[src/sv/isc_pkg.sv]
// ---------------------------------------------------------------------------
// isc_pkg - shared types and constants of the image scaler
// Store geometry, fixed-point widths, register indexes and the structs
// passed between the coordinate, fetch and blend stages.
// ---------------------------------------------------------------------------
`default_nettype none

package isc_pkg;

  // store geometry (powers of two: a store address is {row, col})
  localparam int MAX_SRC_WIDTH  = 256;
  localparam int MAX_SRC_HEIGHT = 256;
  localparam int COL_W          = $clog2(MAX_SRC_WIDTH);
  localparam int ROW_W          = $clog2(MAX_SRC_HEIGHT);
  localparam int ADDR_W         = ROW_W + COL_W;
  localparam int STORE_DEPTH    = MAX_SRC_WIDTH * MAX_SRC_HEIGHT;

  // field widths
  localparam int COORD_W   = 12;
  localparam int DIM_W     = 9;
  localparam int STEP_W    = 25;
  localparam int CH_W      = 8;
  localparam int NUM_CH    = 3;
  localparam int PIX_W     = CH_W * NUM_CH;
  localparam int CFG_IDX_W = 3;

  // fixed point
  localparam int FRAC_BITS = 16;
  localparam int POS_W     = COORD_W + STEP_W;
  localparam int KN_W      = POS_W + 1 - FRAC_BITS;
  localparam int WT_W      = FRAC_BITS + 1;
  localparam int H_W       = CH_W + FRAC_BITS;
  localparam int ACC_W     = CH_W + 2 * FRAC_BITS;

  localparam logic [WT_W-1:0]  ONE_FX  = WT_W'(1) << FRAC_BITS;
  localparam logic [POS_W:0]   HALF_FX = (POS_W + 1)'(1) << (FRAC_BITS - 1);

  // register reset values
  localparam logic [DIM_W-1:0]  SRC_WIDTH_RST  = DIM_W'(256);
  localparam logic [DIM_W-1:0]  SRC_HEIGHT_RST = DIM_W'(256);
  localparam logic [STEP_W-1:0] STEP_RST       = STEP_W'(65536);

  typedef enum logic [CFG_IDX_W-1:0] {
    REG_SRC_WIDTH  = 3'd0,
    REG_SRC_HEIGHT = 3'd1,
    REG_ROW_STEP   = 3'd2,
    REG_COL_STEP   = 3'd3,
    REG_INTERP     = 3'd4
  } cfg_reg_t;

  typedef enum logic {
    FUNC_LOAD    = 1'b0,
    FUNC_REQUEST = 1'b1
  } func_t;

  typedef logic [ADDR_W-1:0] addr_t;

  // one item as handed to the fetch stage
  typedef struct packed {
    logic                 is_load;
    logic                 wr_en;
    logic                 bilin;
    addr_t [3:0]          addr;
    logic [FRAC_BITS-1:0] fx;
    logic [FRAC_BITS-1:0] fy;
    logic [PIX_W-1:0]     pix;
  } fetch_req_t;

  // four gathered neighbours with their weights
  typedef struct packed {
    logic                   valid;
    logic [FRAC_BITS-1:0]   fx;
    logic [FRAC_BITS-1:0]   fy;
    logic [3:0][PIX_W-1:0]  pix;
  } quad_t;

  // weighted top and bottom terms of one channel
  typedef struct packed {
    logic [ACC_W-1:0] top;
    logic [ACC_W-1:0] bot;
  } lane_prod_t;

endpackage

`default_nettype wire

[src/sv/isc_lane.sv]
// ---------------------------------------------------------------------------
// isc_lane - bilinear blend of one colour channel
// Three register stages: horizontal products, horizontal sums, vertical
// products. The final add and truncation sit in the merge stage.
// ---------------------------------------------------------------------------
`default_nettype none

module isc_lane (
  input  logic                          clk,
  input  logic [isc_pkg::CH_W-1:0]      a,
  input  logic [isc_pkg::CH_W-1:0]      b,
  input  logic [isc_pkg::CH_W-1:0]      c,
  input  logic [isc_pkg::CH_W-1:0]      d,
  input  logic [isc_pkg::FRAC_BITS-1:0] fx,
  input  logic [isc_pkg::FRAC_BITS-1:0] fy,
  output isc_pkg::lane_prod_t           prod
);

  logic [isc_pkg::WT_W-1:0]      wx0;
  logic [isc_pkg::WT_W-1:0]      wy0;

  logic [isc_pkg::H_W-1:0]       ta;
  logic [isc_pkg::H_W-1:0]       tb;
  logic [isc_pkg::H_W-1:0]       tc;
  logic [isc_pkg::H_W-1:0]       td;
  logic [isc_pkg::FRAC_BITS-1:0] fy1;

  logic [isc_pkg::H_W-1:0]       top;
  logic [isc_pkg::H_W-1:0]       bot;
  logic [isc_pkg::FRAC_BITS-1:0] fy2;

  assign wx0 = isc_pkg::ONE_FX - isc_pkg::WT_W'(fx);
  assign wy0 = isc_pkg::ONE_FX - isc_pkg::WT_W'(fy2);

  // products stay below 2^H_W: byte times at most one
  always_ff @(posedge clk) begin
    ta  <= isc_pkg::H_W'(a) * isc_pkg::H_W'(wx0);
    tb  <= isc_pkg::H_W'(b) * isc_pkg::H_W'(fx);
    tc  <= isc_pkg::H_W'(c) * isc_pkg::H_W'(wx0);
    td  <= isc_pkg::H_W'(d) * isc_pkg::H_W'(fx);
    fy1 <= fy;
  end

  always_ff @(posedge clk) begin
    top <= ta + tb;
    bot <= tc + td;
    fy2 <= fy1;
  end

  always_ff @(posedge clk) begin
    prod.top <= isc_pkg::ACC_W'(top) * isc_pkg::ACC_W'(wy0);
    prod.bot <= isc_pkg::ACC_W'(bot) * isc_pkg::ACC_W'(fy2);
  end

endmodule

`default_nettype wire

[config.mk]
export PLATFORM = sky130hd
export DESIGN_NAME = isc_lane
export DESIGN_NICKNAME = d
export VERILOG_FILES = /design/src/sv/isc_pkg.sv /design/src/sv/isc_lane.sv
export SDC_FILE = /design/constraint.sdc
export NUM_CORES = 2
export LEC_CHECK = 0
export BUFFER_PORTS_ARGS = -buffer_cell sky130_fd_sc_hd__buf_2
export CAP_MARGIN = 20
export CORE_ASPECT_RATIO = 1.25
export CORE_MARGIN = 3
export CORE_UTILIZATION = 45
export DETAILED_ROUTE_END_ITERATION = 6
export SYNTH_ARGS = -nofsm -noshare
export SYNTH_HDL_FRONTEND = slang
export SYNTH_SLANG_ARGS = --single-unit
[constraint.sdc]
create_clock -name clk -period 7.7 [get_ports clk]
set_input_delay 0 -clock clk [delete_from_list [all_inputs] [get_ports clk]]
set_output_delay 0 -clock clk [all_outputs]
set_load 0.01 [all_outputs]
==> flow_metrics.py <==
metrics = {
    "global_route": {
        "grt.busiest_layer": "met2",
        "grt.total_usage": 0.218,
        "grt_use_met1": 0.285,
        "gr-usage-met2": 0.379,
        "grt_pass1_vias": 37400,
        "gr-total-overflow": 0,
        "grt_pass1_wl_um": 195000,
        "met3_usage": 0.0266,
        "grt_max_degree": 49,
        "antenna_found_initial": 17,
    },
    "sta": {
        "setup_viol": 0,
        "hold_viol_final": 0,
        "relSlewSlack": 0.415,
        "rsz0062_at_grt": "yes",
        "timing.fmax_mhz": 132,
        "setup_ws_ns": 0.119,
        "slew_viol_final": 0,
        "fin_crit_sh": 0.985,
        "worst_slew_pin_slew_ns": 0.872,
        "fin_skew_ns": 0.0320,
        "period_minus_slack_ns": 7.58,
        "fin_hold_ws_ns": 0.0664,
    },
    "yosys": {
        "yosysMostFrequentCell": "inv_1",
        "ys_warn_count": 0,
        "seq_area_frac_synth": 0.107,
        "ys.flop_type": "dfxtp_1",
        "yosys-top-cells-area": "fa_1, ha_1, dfxtp_1, inv_1, nand2_1",
        "synth_edf_count": 0,
        "avgSynthCellArea_um2": 8.98,
        "synth_seq_cells": 256,
        "synth_cell_types": 69,
        "synth.top_cell.area_share": 0.409,
        "async_flop_share": 0,
        "syn_area_um2": 48100,
        "yosys.area.top_type": "fa_1",
        "yosys-top-cells-count": "inv_1, fa_1, nand2_1",
        "synth_nets": 6840,
        "synthCells": 5348,
    },
    "detailed_routing": {
        "drc": 0,
        "drt_pre_antenna_iters": 7,
        "wl_per_cell_um": 16.9,
        "detailedRoute.firstIterationViolations": 1719,
        "wirelength_um": 117000,
        "avgViaCountPerCell": 5.10,
        "final_antenna_net_count": 0,
        "vias": 35300,
    },
    "hold_path": {
        "hold_class": "primary input to flip-flop",
        "holdCritStartpoint": "fx[0]",
        "min_path_cells": 3,
        "hold_end": "tc[0]",
    },
    "place": {
        "hpwl_um": 94900,
        "place_congestion": 0.840,
        "place_ws_ns": -0.0830,
        "portBuffers": 144,
    },
    "clocking": {
        "cts_root_buf": "clkbuf_16",
        "cts_inserted_buffers": 34,
        "clk_latency_ns": 0.57,
        "clk_pin_slew_ns": 0.06,
        "cts_max_path_buffers": 3,
        "cts_tree": "built",
        "clock_sinks": 256,
        "htreeDepth": 2,
    },
    "floorplanning": {
        "initial_core_util": 0.455,
        "core-area_um2": 106000,
        "num_rows": 133,
        "fp.dieW_um": 298,
        "die_area_um2": 111000,
        "ioPinCount": 145,
        "die_h_um": 371,
    },
    "worst_setup_path": {
        "cp-start-kind": "flip-flop",
        "worstPathMaxFanout": 6,
        "cp_slowest_cell": "fa_1",
        "r2r_cells": 26,
        "cp-end-kind": "flip-flop",
        "path_delay_family": "adder cells",
        "reg2reg_to": "prod[74]",
        "crit_top_cell": "fa_1",
        "crit_required_ns": 8.18,
        "worst-setup-path-type": "flip-flop to flip-flop",
        "rrSetupSlack_ns": 0.12,
        "critPathArrivalTime_ns": 8.06,
        "r2r_start": "fy2[0]",
        "slowest_delay_ns": 0.54,
        "path_buf_inv": 3,
    },
    "outcome": {
        "status": "finished, final reports clean",
    },
    "run": {
        "drv_cap": 0,
    },
    "cells_and_area": {
        "areaGrowthSynthToFinish_pct": 9.14,
        "fillCellCount": 10200,
        "fin_nets": 6953,
        "drive_gt1_frac": 0.0735,
    },
}
-- worst min-delay path: stages --
cell and delay, ns:
buf_2 0.13, buf_4 0.25, and2_1 0.18
-- registers in the layout (all words and copies together) (netlist names) --
name / count
fy1: 16
bot: 24
td: 24
fy2: 16
ta: 24
top: 24
tb: 24
prod: 80
tc: 24
-- worst max path at each step --
stage / start / to / slack (ns) / depth (start not counted)
after floorplan: fy2[3] / prod[74] / 0.01 / 30
after global placement: fy2[3] / prod[79] / 0.01 / 29
after detailed placement: fy2[1] / prod[77] / -0.08 / 31
after CTS: fy2[0] / prod[74] / 0.03 / 27
after global routing: fy2[1] / prod[74] / -0.11 / 26
final: fy2[0] / prod[74] / 0.12 / 26
-- cell type report --
cell class | instances | area (um^2) | area share
Antenna cell | 4 | 10.0 | 0.000191
Clock buffer | 42 | 965 | 0.0184
Inverter | 1073 | 4030 | 0.0768
Tap cell | 1417 | 1770 | 0.0338
Sequential cell | 256 | 5130 | 0.0978
Multi-Input combinational cell | 3798 | 38400 | 0.732
Timing Repair Buffer | 298 | 1950 | 0.0372
Clock inverter | 19 | 189 | 0.00360
-- metal layers --
layer / up-vias / wire (um)
met1: 18000 / 49800
met4: 8 / 3830
li1: 16300 / -
met2: 775 / 57800
met3: 204 / 5370
met5: - / 49
-- metrics by stage --
stage	TNS [ns]	cell area (um^2)	util	cells
final	0	52400	0.497	6907
after global routing	-0.134	52400	0.497	6906
after CTS	0	52300	0.496	6899
after detailed placement	-0.299	50700	0.481	6811
after global placement	0	50700	0.481	6811
after floorplan	0	48100	-	5348
-- cell usage in the layout (no fill, tap or decap), types with 17 or more instances in the layout --
| cell | netlist | final |
|---|---|---|
| and3_1 | 34 | 34 |
| nand2_1 | 895 | 892 |
| nand2b_1 | 22 | 22 |
| o21ai_0 | 84 | 83 |
| buf_4 | 0 | 130 |
| dlygate4sd3_1 | 0 | 20 |
| buf_2 | 1 | 144 |
| nor2_1 | 125 | 121 |
| dfxtp_1 | 256 | 254 |
| xor2_1 | 49 | 47 |
| a21oi_1 | 115 | 113 |
| o21a_1 | 22 | 22 |
| clkbuf_16 | 0 | 37 |
| ha_1 | 445 | 443 |
| and2_1 | 500 | 499 |
| xnor2_1 | 156 | 147 |
| a31oi_1 | 18 | 18 |
| nor2b_1 | 26 | 26 |
| o21bai_1 | 18 | 18 |
| nand3_1 | 35 | 35 |
| a211oi_1 | 28 | 27 |
| or3_1 | 20 | 17 |
| nor3_1 | 45 | 41 |
| a21o_1 | 53 | 53 |
| fa_1 | 982 | 981 |
| inv_1 | 1073 | 1073 |
-- cells by family (layout without fill, tap and decap cells) --
logic type	after synthesis	in the layout	synth area share
AO/OA/AOI/OAI	426	426	0.0576
XOR/XNOR	205	206	0.0374
adder cells (fa/ha/maj)	1427	1427	0.525
buffers and inverters	1295	1432	0.101
flip-flops	256	256	0.107
multiplexers	1	1	0.000234
other	0	4	0
AND/OR/NAND/NOR	1738	1738	0.172
-- timing repair --
action                                  4_1_cts  5_1_grt
hold buffers                                 20        0
pin swaps                                     9       11
buffers inserted                              6        5
endpoints found under the hold margin        20        0
endpoints found under the setup margin        7       11
resized for setup                            25       23
cloned                                        1        0
Power is not shown: default switching activity piles up to over one toggle a cycle in this logic, so the estimate is an artifact.
