## src/sv/isc_pkg.sv

```systemverilog
// ---------------------------------------------------------------------------
// isc_pkg - shared types and constants of the image scaler
// Store geometry, fixed-point widths, register indexes and the structs
// passed between the coordinate, fetch and blend stages.
// ---------------------------------------------------------------------------
`default_nettype none

package isc_pkg;

  // store geometry (powers of two: a store address is {row, col})
  localparam int MAX_SRC_WIDTH  = 256;
  localparam int MAX_SRC_HEIGHT = 256;
  localparam int COL_W          = $clog2(MAX_SRC_WIDTH);
  localparam int ROW_W          = $clog2(MAX_SRC_HEIGHT);
  localparam int ADDR_W         = ROW_W + COL_W;
  localparam int STORE_DEPTH    = MAX_SRC_WIDTH * MAX_SRC_HEIGHT;

  // field widths
  localparam int COORD_W   = 12;
  localparam int DIM_W     = 9;
  localparam int STEP_W    = 25;
  localparam int CH_W      = 8;
  localparam int NUM_CH    = 3;
  localparam int PIX_W     = CH_W * NUM_CH;
  localparam int CFG_IDX_W = 3;

  // fixed point
  localparam int FRAC_BITS = 16;
  localparam int POS_W     = COORD_W + STEP_W;
  localparam int KN_W      = POS_W + 1 - FRAC_BITS;
  localparam int WT_W      = FRAC_BITS + 1;
  localparam int H_W       = CH_W + FRAC_BITS;
  localparam int ACC_W     = CH_W + 2 * FRAC_BITS;

  localparam logic [WT_W-1:0]  ONE_FX  = WT_W'(1) << FRAC_BITS;
  localparam logic [POS_W:0]   HALF_FX = (POS_W + 1)'(1) << (FRAC_BITS - 1);

  // register reset values
  localparam logic [DIM_W-1:0]  SRC_WIDTH_RST  = DIM_W'(256);
  localparam logic [DIM_W-1:0]  SRC_HEIGHT_RST = DIM_W'(256);
  localparam logic [STEP_W-1:0] STEP_RST       = STEP_W'(65536);

  typedef enum logic [CFG_IDX_W-1:0] {
    REG_SRC_WIDTH  = 3'd0,
    REG_SRC_HEIGHT = 3'd1,
    REG_ROW_STEP   = 3'd2,
    REG_COL_STEP   = 3'd3,
    REG_INTERP     = 3'd4
  } cfg_reg_t;

  typedef enum logic {
    FUNC_LOAD    = 1'b0,
    FUNC_REQUEST = 1'b1
  } func_t;

  typedef logic [ADDR_W-1:0] addr_t;

  // one item as handed to the fetch stage
  typedef struct packed {
    logic                 is_load;
    logic                 wr_en;
    logic                 bilin;
    addr_t [3:0]          addr;
    logic [FRAC_BITS-1:0] fx;
    logic [FRAC_BITS-1:0] fy;
    logic [PIX_W-1:0]     pix;
  } fetch_req_t;

  // four gathered neighbours with their weights
  typedef struct packed {
    logic                   valid;
    logic [FRAC_BITS-1:0]   fx;
    logic [FRAC_BITS-1:0]   fy;
    logic [3:0][PIX_W-1:0]  pix;
  } quad_t;

  // weighted top and bottom terms of one channel
  typedef struct packed {
    logic [ACC_W-1:0] top;
    logic [ACC_W-1:0] bot;
  } lane_prod_t;

endpackage

`default_nettype wire

```

## src/sv/isc_coord.sv

```systemverilog
// ---------------------------------------------------------------------------
// isc_coord - input register, coordinate scaling and neighbour addressing
// Registers the accepted beat, multiplies by the steps, then clamps and
// splits the scaled coordinates into store addresses and fractions.
// ---------------------------------------------------------------------------
`default_nettype none

module isc_coord (
  input  logic                          clk,
  input  logic                          rst,
  input  logic                          start,
  input  logic                          func,
  input  logic [isc_pkg::COORD_W-1:0]   row,
  input  logic [isc_pkg::COORD_W-1:0]   col,
  input  logic [isc_pkg::PIX_W-1:0]     pix,
  input  logic [isc_pkg::DIM_W-1:0]     src_width,
  input  logic [isc_pkg::DIM_W-1:0]     src_height,
  input  logic [isc_pkg::STEP_W-1:0]    row_step,
  input  logic [isc_pkg::STEP_W-1:0]    col_step,
  input  logic                          blend_mode,
  input  logic                          req_ready,
  output logic                          busy,
  output logic                          req_valid,
  output isc_pkg::fetch_req_t           req
);

  logic                          accept;
  logic                          s1_free;
  logic                          s2_free;

  logic                          s1_valid;
  logic                          s1_func;
  logic [isc_pkg::COORD_W-1:0]   s1_row;
  logic [isc_pkg::COORD_W-1:0]   s1_col;
  logic [isc_pkg::PIX_W-1:0]     s1_pix;

  logic                          s2_valid;
  logic                          s2_func;
  logic                          s2_ld_ok;
  isc_pkg::addr_t                s2_ld_addr;
  logic [isc_pkg::POS_W-1:0]     s2_py;
  logic [isc_pkg::POS_W-1:0]     s2_px;
  logic [isc_pkg::PIX_W-1:0]     s2_pix;

  logic [isc_pkg::ROW_W-1:0]     h_last;
  logic [isc_pkg::COL_W-1:0]     w_last;
  logic [isc_pkg::POS_W:0]       ny_pos;
  logic [isc_pkg::POS_W:0]       nx_pos;
  logic [isc_pkg::KN_W-1:0]      ny_k;
  logic [isc_pkg::KN_W-1:0]      nx_k;
  logic [isc_pkg::ROW_W-1:0]     ny;
  logic [isc_pkg::COL_W-1:0]     nx;
  logic [isc_pkg::KN_W-2:0]      by_k;
  logic [isc_pkg::KN_W-2:0]      bx_k;
  logic [isc_pkg::ROW_W-1:0]     y0;
  logic [isc_pkg::ROW_W-1:0]     y1;
  logic [isc_pkg::COL_W-1:0]     x0;
  logic [isc_pkg::COL_W-1:0]     x1;
  logic [isc_pkg::FRAC_BITS-1:0] fy;
  logic [isc_pkg::FRAC_BITS-1:0] fx;

  assign s2_free = !s2_valid || req_ready;
  assign s1_free = !s1_valid || s2_free;
  assign busy    = !s1_free;
  assign accept  = start && !busy;

  // input register
  always_ff @(posedge clk) begin
    if (rst) begin
      s1_valid <= 1'b0;
    end else if (s1_free) begin
      s1_valid <= accept;
    end
  end

  always_ff @(posedge clk) begin
    if (accept) begin
      s1_func <= func;
      s1_row  <= row;
      s1_col  <= col;
      s1_pix  <= pix;
    end
  end

  // scale by the steps
  always_ff @(posedge clk) begin
    if (rst) begin
      s2_valid <= 1'b0;
    end else if (s2_free) begin
      s2_valid <= s1_valid;
    end
  end

  always_ff @(posedge clk) begin
    if (s2_free && s1_valid) begin
      s2_func    <= s1_func;
      s2_ld_ok   <= (s1_row < isc_pkg::COORD_W'(isc_pkg::MAX_SRC_HEIGHT)) &&
                    (s1_col < isc_pkg::COORD_W'(isc_pkg::MAX_SRC_WIDTH));
      s2_ld_addr <= {s1_row[isc_pkg::ROW_W-1:0], s1_col[isc_pkg::COL_W-1:0]};
      s2_py      <= isc_pkg::POS_W'(s1_row) * isc_pkg::POS_W'(row_step);
      s2_px      <= isc_pkg::POS_W'(s1_col) * isc_pkg::POS_W'(col_step);
      s2_pix     <= s1_pix;
    end
  end

  // last valid row and column: zero acts as one, oversize saturates
  always_comb begin
    if (src_height == '0) begin
      h_last = '0;
    end else if (src_height > isc_pkg::DIM_W'(isc_pkg::MAX_SRC_HEIGHT)) begin
      h_last = isc_pkg::ROW_W'(isc_pkg::MAX_SRC_HEIGHT - 1);
    end else begin
      h_last = isc_pkg::ROW_W'(src_height - 1'b1);
    end
    if (src_width == '0) begin
      w_last = '0;
    end else if (src_width > isc_pkg::DIM_W'(isc_pkg::MAX_SRC_WIDTH)) begin
      w_last = isc_pkg::COL_W'(isc_pkg::MAX_SRC_WIDTH - 1);
    end else begin
      w_last = isc_pkg::COL_W'(src_width - 1'b1);
    end
  end

  // nearest: round half up, clamp
  always_comb begin
    ny_pos = {1'b0, s2_py} + isc_pkg::HALF_FX;
    nx_pos = {1'b0, s2_px} + isc_pkg::HALF_FX;
    ny_k   = ny_pos[isc_pkg::POS_W:isc_pkg::FRAC_BITS];
    nx_k   = nx_pos[isc_pkg::POS_W:isc_pkg::FRAC_BITS];
    ny     = (ny_k > isc_pkg::KN_W'(h_last)) ? h_last : ny_k[isc_pkg::ROW_W-1:0];
    nx     = (nx_k > isc_pkg::KN_W'(w_last)) ? w_last : nx_k[isc_pkg::COL_W-1:0];
  end

  // bilinear: floor, neighbour one on, zero fraction at the far edge
  always_comb begin
    by_k = s2_py[isc_pkg::POS_W-1:isc_pkg::FRAC_BITS];
    bx_k = s2_px[isc_pkg::POS_W-1:isc_pkg::FRAC_BITS];
    if (by_k < (isc_pkg::KN_W - 1)'(h_last)) begin
      y0 = by_k[isc_pkg::ROW_W-1:0];
      y1 = by_k[isc_pkg::ROW_W-1:0] + 1'b1;
      fy = s2_py[isc_pkg::FRAC_BITS-1:0];
    end else begin
      y0 = h_last;
      y1 = h_last;
      fy = '0;
    end
    if (bx_k < (isc_pkg::KN_W - 1)'(w_last)) begin
      x0 = bx_k[isc_pkg::COL_W-1:0];
      x1 = bx_k[isc_pkg::COL_W-1:0] + 1'b1;
      fx = s2_px[isc_pkg::FRAC_BITS-1:0];
    end else begin
      x0 = w_last;
      x1 = w_last;
      fx = '0;
    end
  end

  always_comb begin
    req.is_load = (s2_func == isc_pkg::FUNC_LOAD);
    req.wr_en   = s2_ld_ok;
    req.bilin   = blend_mode;
    req.pix     = s2_pix;
    req.addr[1] = {y0, x1};
    req.addr[2] = {y1, x0};
    req.addr[3] = {y1, x1};
    if (s2_func == isc_pkg::FUNC_LOAD) begin
      req.addr[0] = s2_ld_addr;
      req.fx      = '0;
      req.fy      = '0;
    end else if (blend_mode) begin
      req.addr[0] = {y0, x0};
      req.fx      = fx;
      req.fy      = fy;
    end else begin
      req.addr[0] = {ny, nx};
      req.fx      = '0;
      req.fy      = '0;
    end
  end

  assign req_valid = s2_valid;

endmodule

`default_nettype wire

```

## config.mk

```make
export PLATFORM = sky130hd
export DESIGN_NAME = isc_coord
export DESIGN_NICKNAME = d
export VERILOG_FILES = /design/src/sv/isc_pkg.sv /design/src/sv/isc_coord.sv
export SDC_FILE = /design/constraint.sdc
export NUM_CORES = 2
export LEC_CHECK = 0
export ABC_AREA = 1
export ABC_CLOCK_PERIOD_IN_PS = 9700
export BUFFER_PORTS_ARGS = -buffer_cell sky130_fd_sc_hd__buf_4
export CORE_UTILIZATION = 37
export DETAILED_ROUTE_END_ITERATION = 8
export PLACE_DENSITY = 0.62
export SYNTH_ARGS = -nofsm -noshare
export SYNTH_HDL_FRONTEND = slang
export SYNTH_SLANG_ARGS = --single-unit
export TNS_END_PERCENT = 20
```

## constraint.sdc

```tcl
create_clock -name clk -period 9.7 [get_ports clk]
set_clock_uncertainty 0.2 [all_clocks]
set_input_delay 1.455 -clock clk [delete_from_list [all_inputs] [get_ports clk]]
set_output_delay 1.455 -clock clk [all_outputs]
set_load 0.01 [all_outputs]
```

==> flow_summary.ini <==
[floorplan]
dieArea_um2 = 78000
floorplan.rows = 101
placeableCoreArea_um2 = 76100
die_w_um = 279
num_io_pins = 247
initial_core_util_pct = 37.4
die-height_um = 279

[finish]
area_growth_pct = 11.4
final_layout_size_suffix_gt1_share_pct = 9.49
storage_element_area_um2 = 4990
multiInputGateArea_um2 = 19400
n_fill_cell = 7795
design.final.nets = 4487
final_cell_area_um2 = 31700

[timing]
max-slew-margin-rel_pct = 21.1
clock.fmax_mhz = 152
min_period_ps = 6600
setup_slack_of_the_critical_path_after_layout_ps = 3100
worst_slew_pin_slew_ps = 1180
finalSetupTns_ps = 0
post-route-period-util_pct = 68.0
unrepaired_setup_endpoints_after_global_routing = false
setup_violations = 0
hold_viol = 0
slew_violations = 0

[route]
drt.antenna.violating_nets = 0
drc = 0
wl_um = 74600
initialDrtViolationCount = 1255
detail_route.vias_per_cell = 4.72
number_of_vias_after_detailed_routing = 22500
drtPass1Iterations = 7
wire_per_inst_um = 15.7

[grt]
antenna_found_initial = 1
grt_first_pass_wirelength_um = 123000
overflow = 0
grt_start_max_net_pins = 71
first_global_vias = 23100
groute.usage.overall_pct = 19.9

[power]
switching_power_mw = 5.72
comb_power_share_pct = 78.1
vdd.ir_drop.worst_mv = 0.291
power.density_nw_per_um2 = 331
internal_power_mw = 4.78
clock_power_share_pct = 7.0
power.switching_fraction_pct = 54.5
p_leak_nw = 16.8
report.power.total_mw = 10.5
sequentialPowerShare_pct = 14.9

[placement]
placed_cell_area_um2 = 31100
port-buffer-count = 246
finalWeightedCongestion = 0.894
dpl_worst_slack_ps = 2890
dp.final_hpwl_um = 60000

[logic_synthesis]
ys_ff_latch = 167
asyncSetResetFlopFracSynth_pct = 0
synthesis.nets = 4354
mappedNetlistArea_um2 = 28500
number_of_enable_flip_flop_cells_after_synthesis = 165
syn_inst = 3585
synthDistinctLibCells = 49
ys_seq_area_share_pct = 17.5
synth-main-ff-cell = sky130_fd_sc_hd__edfxtp_1
yosysWarnings = 0
synth_area_per_cell_um2 = 7.94

[setup_path]
worst_setup_path_start_kind = input pin
timing.reg2reg.worst_path_depth = 17
critPathMaxFanout = 32
critPathCaptureType = output port
crit_arrival_ps = 4940
rrSetupSlack_ps = 3680
critical_path_start_end_classification = input pin to output port
required_ps = 8050

[job]
max_cap_viol_count = 0

[min_path]
hold_depth = 0
holdCritPathClass = flop to flop

[clock_network]
clock-root-buffer = sky130_fd_sc_hd__clkbuf_16
cts_sinks = 167
number_of_buffers_created_by_cts = 17
ctsLongestPathBuffers = 2
ctsResizeCount = 0
cts_hold_repair.buffers = 0
cts_tree = done
clkLatencyLatePin_ps = 480
cts.htree.levels = 4
cts_setup_buffers = 0
clk_pin_slew_ps = 70

[outcome]
outcome = complete, no violations
[through the flow]
stage	cells	utilization [%]	hold WS, ps
floorplan	3585	-	200
global placement	4729	40.9	200
detailed placement	4729	40.9	205
CTS	4760	41.7	222
global route	4761	41.7	224
finish	4761	41.7	220
[worst max-delay path, stage by stage]
cell	delay, ps
sky130_fd_sc_hd__buf_4	90
sky130_fd_sc_hd__inv_1	40
sky130_fd_sc_hd__ha_1	220
sky130_fd_sc_hd__nand3_1	170
sky130_fd_sc_hd__nor2_1	70
sky130_fd_sc_hd__nand2_1	110
sky130_fd_sc_hd__inv_1	100
sky130_fd_sc_hd__a31oi_1	230
sky130_fd_sc_hd__inv_1	130
sky130_fd_sc_hd__ha_1	190
sky130_fd_sc_hd__a21oi_1	160
sky130_fd_sc_hd__nor2_1	80
sky130_fd_sc_hd__nor4_4	490
sky130_fd_sc_hd__nand2_2	510
sky130_fd_sc_hd__nand2_1	330
sky130_fd_sc_hd__nand2_1	150
sky130_fd_sc_hd__a21oi_1	150
sky130_fd_sc_hd__nand2_1	90
sky130_fd_sc_hd__buf_4	160
[cell type report]
class	count	area share [%]
antenna	1	0.00790
clock buffer	18	1.35
clock inverter	13	0.509
inverter	900	10.7
multi-input combinational	2363	61.3
sequential	167	15.8
tap	1030	4.07
timing repair buffer	269	6.37
[cells by family (layout without fill, tap and decap cells)]
kind of cell | after synthesis | in the layout | synth area share, %
buf+inv | 1055 | 1200 | 14.3
simple gates | 1403 | 1403 | 20.6
other cells | 0 | 1 | 0
flops | 167 | 167 | 17.5
fa+ha+maj | 647 | 647 | 40.6
xor+xnor | 89 | 89 | 2.74
compound gates | 224 | 224 | 4.31
[flip-flops by register name, summed over array words and instances, names as in the netlist]
signal,count
s2_px,37
s2_ld_addr,16
s2_ld_ok,1
s1_col,12
req_valid,1
s2_func,1
s1_pix,24
s1_func,1
s2_pix,24
s2_py,37
s1_row,12
s1_valid,1
[synthesized netlist by cell type, types with 22 or more instances]
library cell,count,area [µm²]
sky130_fd_sc_hd__o21ai_0,56,280
sky130_fd_sc_hd__xor2_1,57,499
sky130_fd_sc_hd__ha_1,187,2340
sky130_fd_sc_hd__edfxtp_1,165,4950
sky130_fd_sc_hd__nand4_1,22,138
sky130_fd_sc_hd__nor2_1,198,743
sky130_fd_sc_hd__inv_1,894,3360
sky130_fd_sc_hd__a21oi_1,106,531
sky130_fd_sc_hd__clkbuf_1,128,480
sky130_fd_sc_hd__nand3_1,111,556
sky130_fd_sc_hd__nand2_1,984,3690
sky130_fd_sc_hd__xnor2_1,32,280
sky130_fd_sc_hd__fa_1,460,9210
[worst paths after layout]
path                    endpoint                 from
min reg2reg  s2_pix[7]$_DFFE_PP_  s1_pix[7]$_DFFE_PP_
max                      req[62]         src_width[0]
min          s2_pix[7]$_DFFE_PP_  s1_pix[7]$_DFFE_PP_
max reg2reg  s2_py[26]$_DFFE_PP_  s1_row[4]$_DFFE_PP_
[power by group through the flow]
stage | clock [mW] | combinational [mW] | sequential (mW)
after floorplan | 0 | 6.17 | 1.49
after global placement | 0 | 8.11 | 1.58
after detailed placement | 0 | 8.17 | 1.58
after CTS | 0.761 | 8.23 | 1.56
after global routing | 0.778 | 9.47 | 1.59
final | 0.733 | 8.20 | 1.56
[metal layers]
metal | track usage, % | share of wire [%]
met2 | 31.3 | 45
met1 | 28.3 | 48
met5 | 0 | 0
met3 | 3.52 | 6.0
met4 | 4.61 | 1.7
[cell usage in the layout (no fill, tap or decap), drive strengths merged, types with 4 or more instances in the layout]
master	count
inv	903
o21ai	77
nor2	211
ha	187
a21o	6
clkinv	4
buf	269
a21oi	106
xor2	57
nand3	115
a31oi	8
edfxtp	165
nand3b	6
nand4	24
o21bai	9
nand2	1003
xnor2	32
nor3	18
nor4	12
clkinvlp	4
or2	6
clkbuf	18
fa	460
o21a	4
No activity file was read; power rests on OpenSTA's default activity.
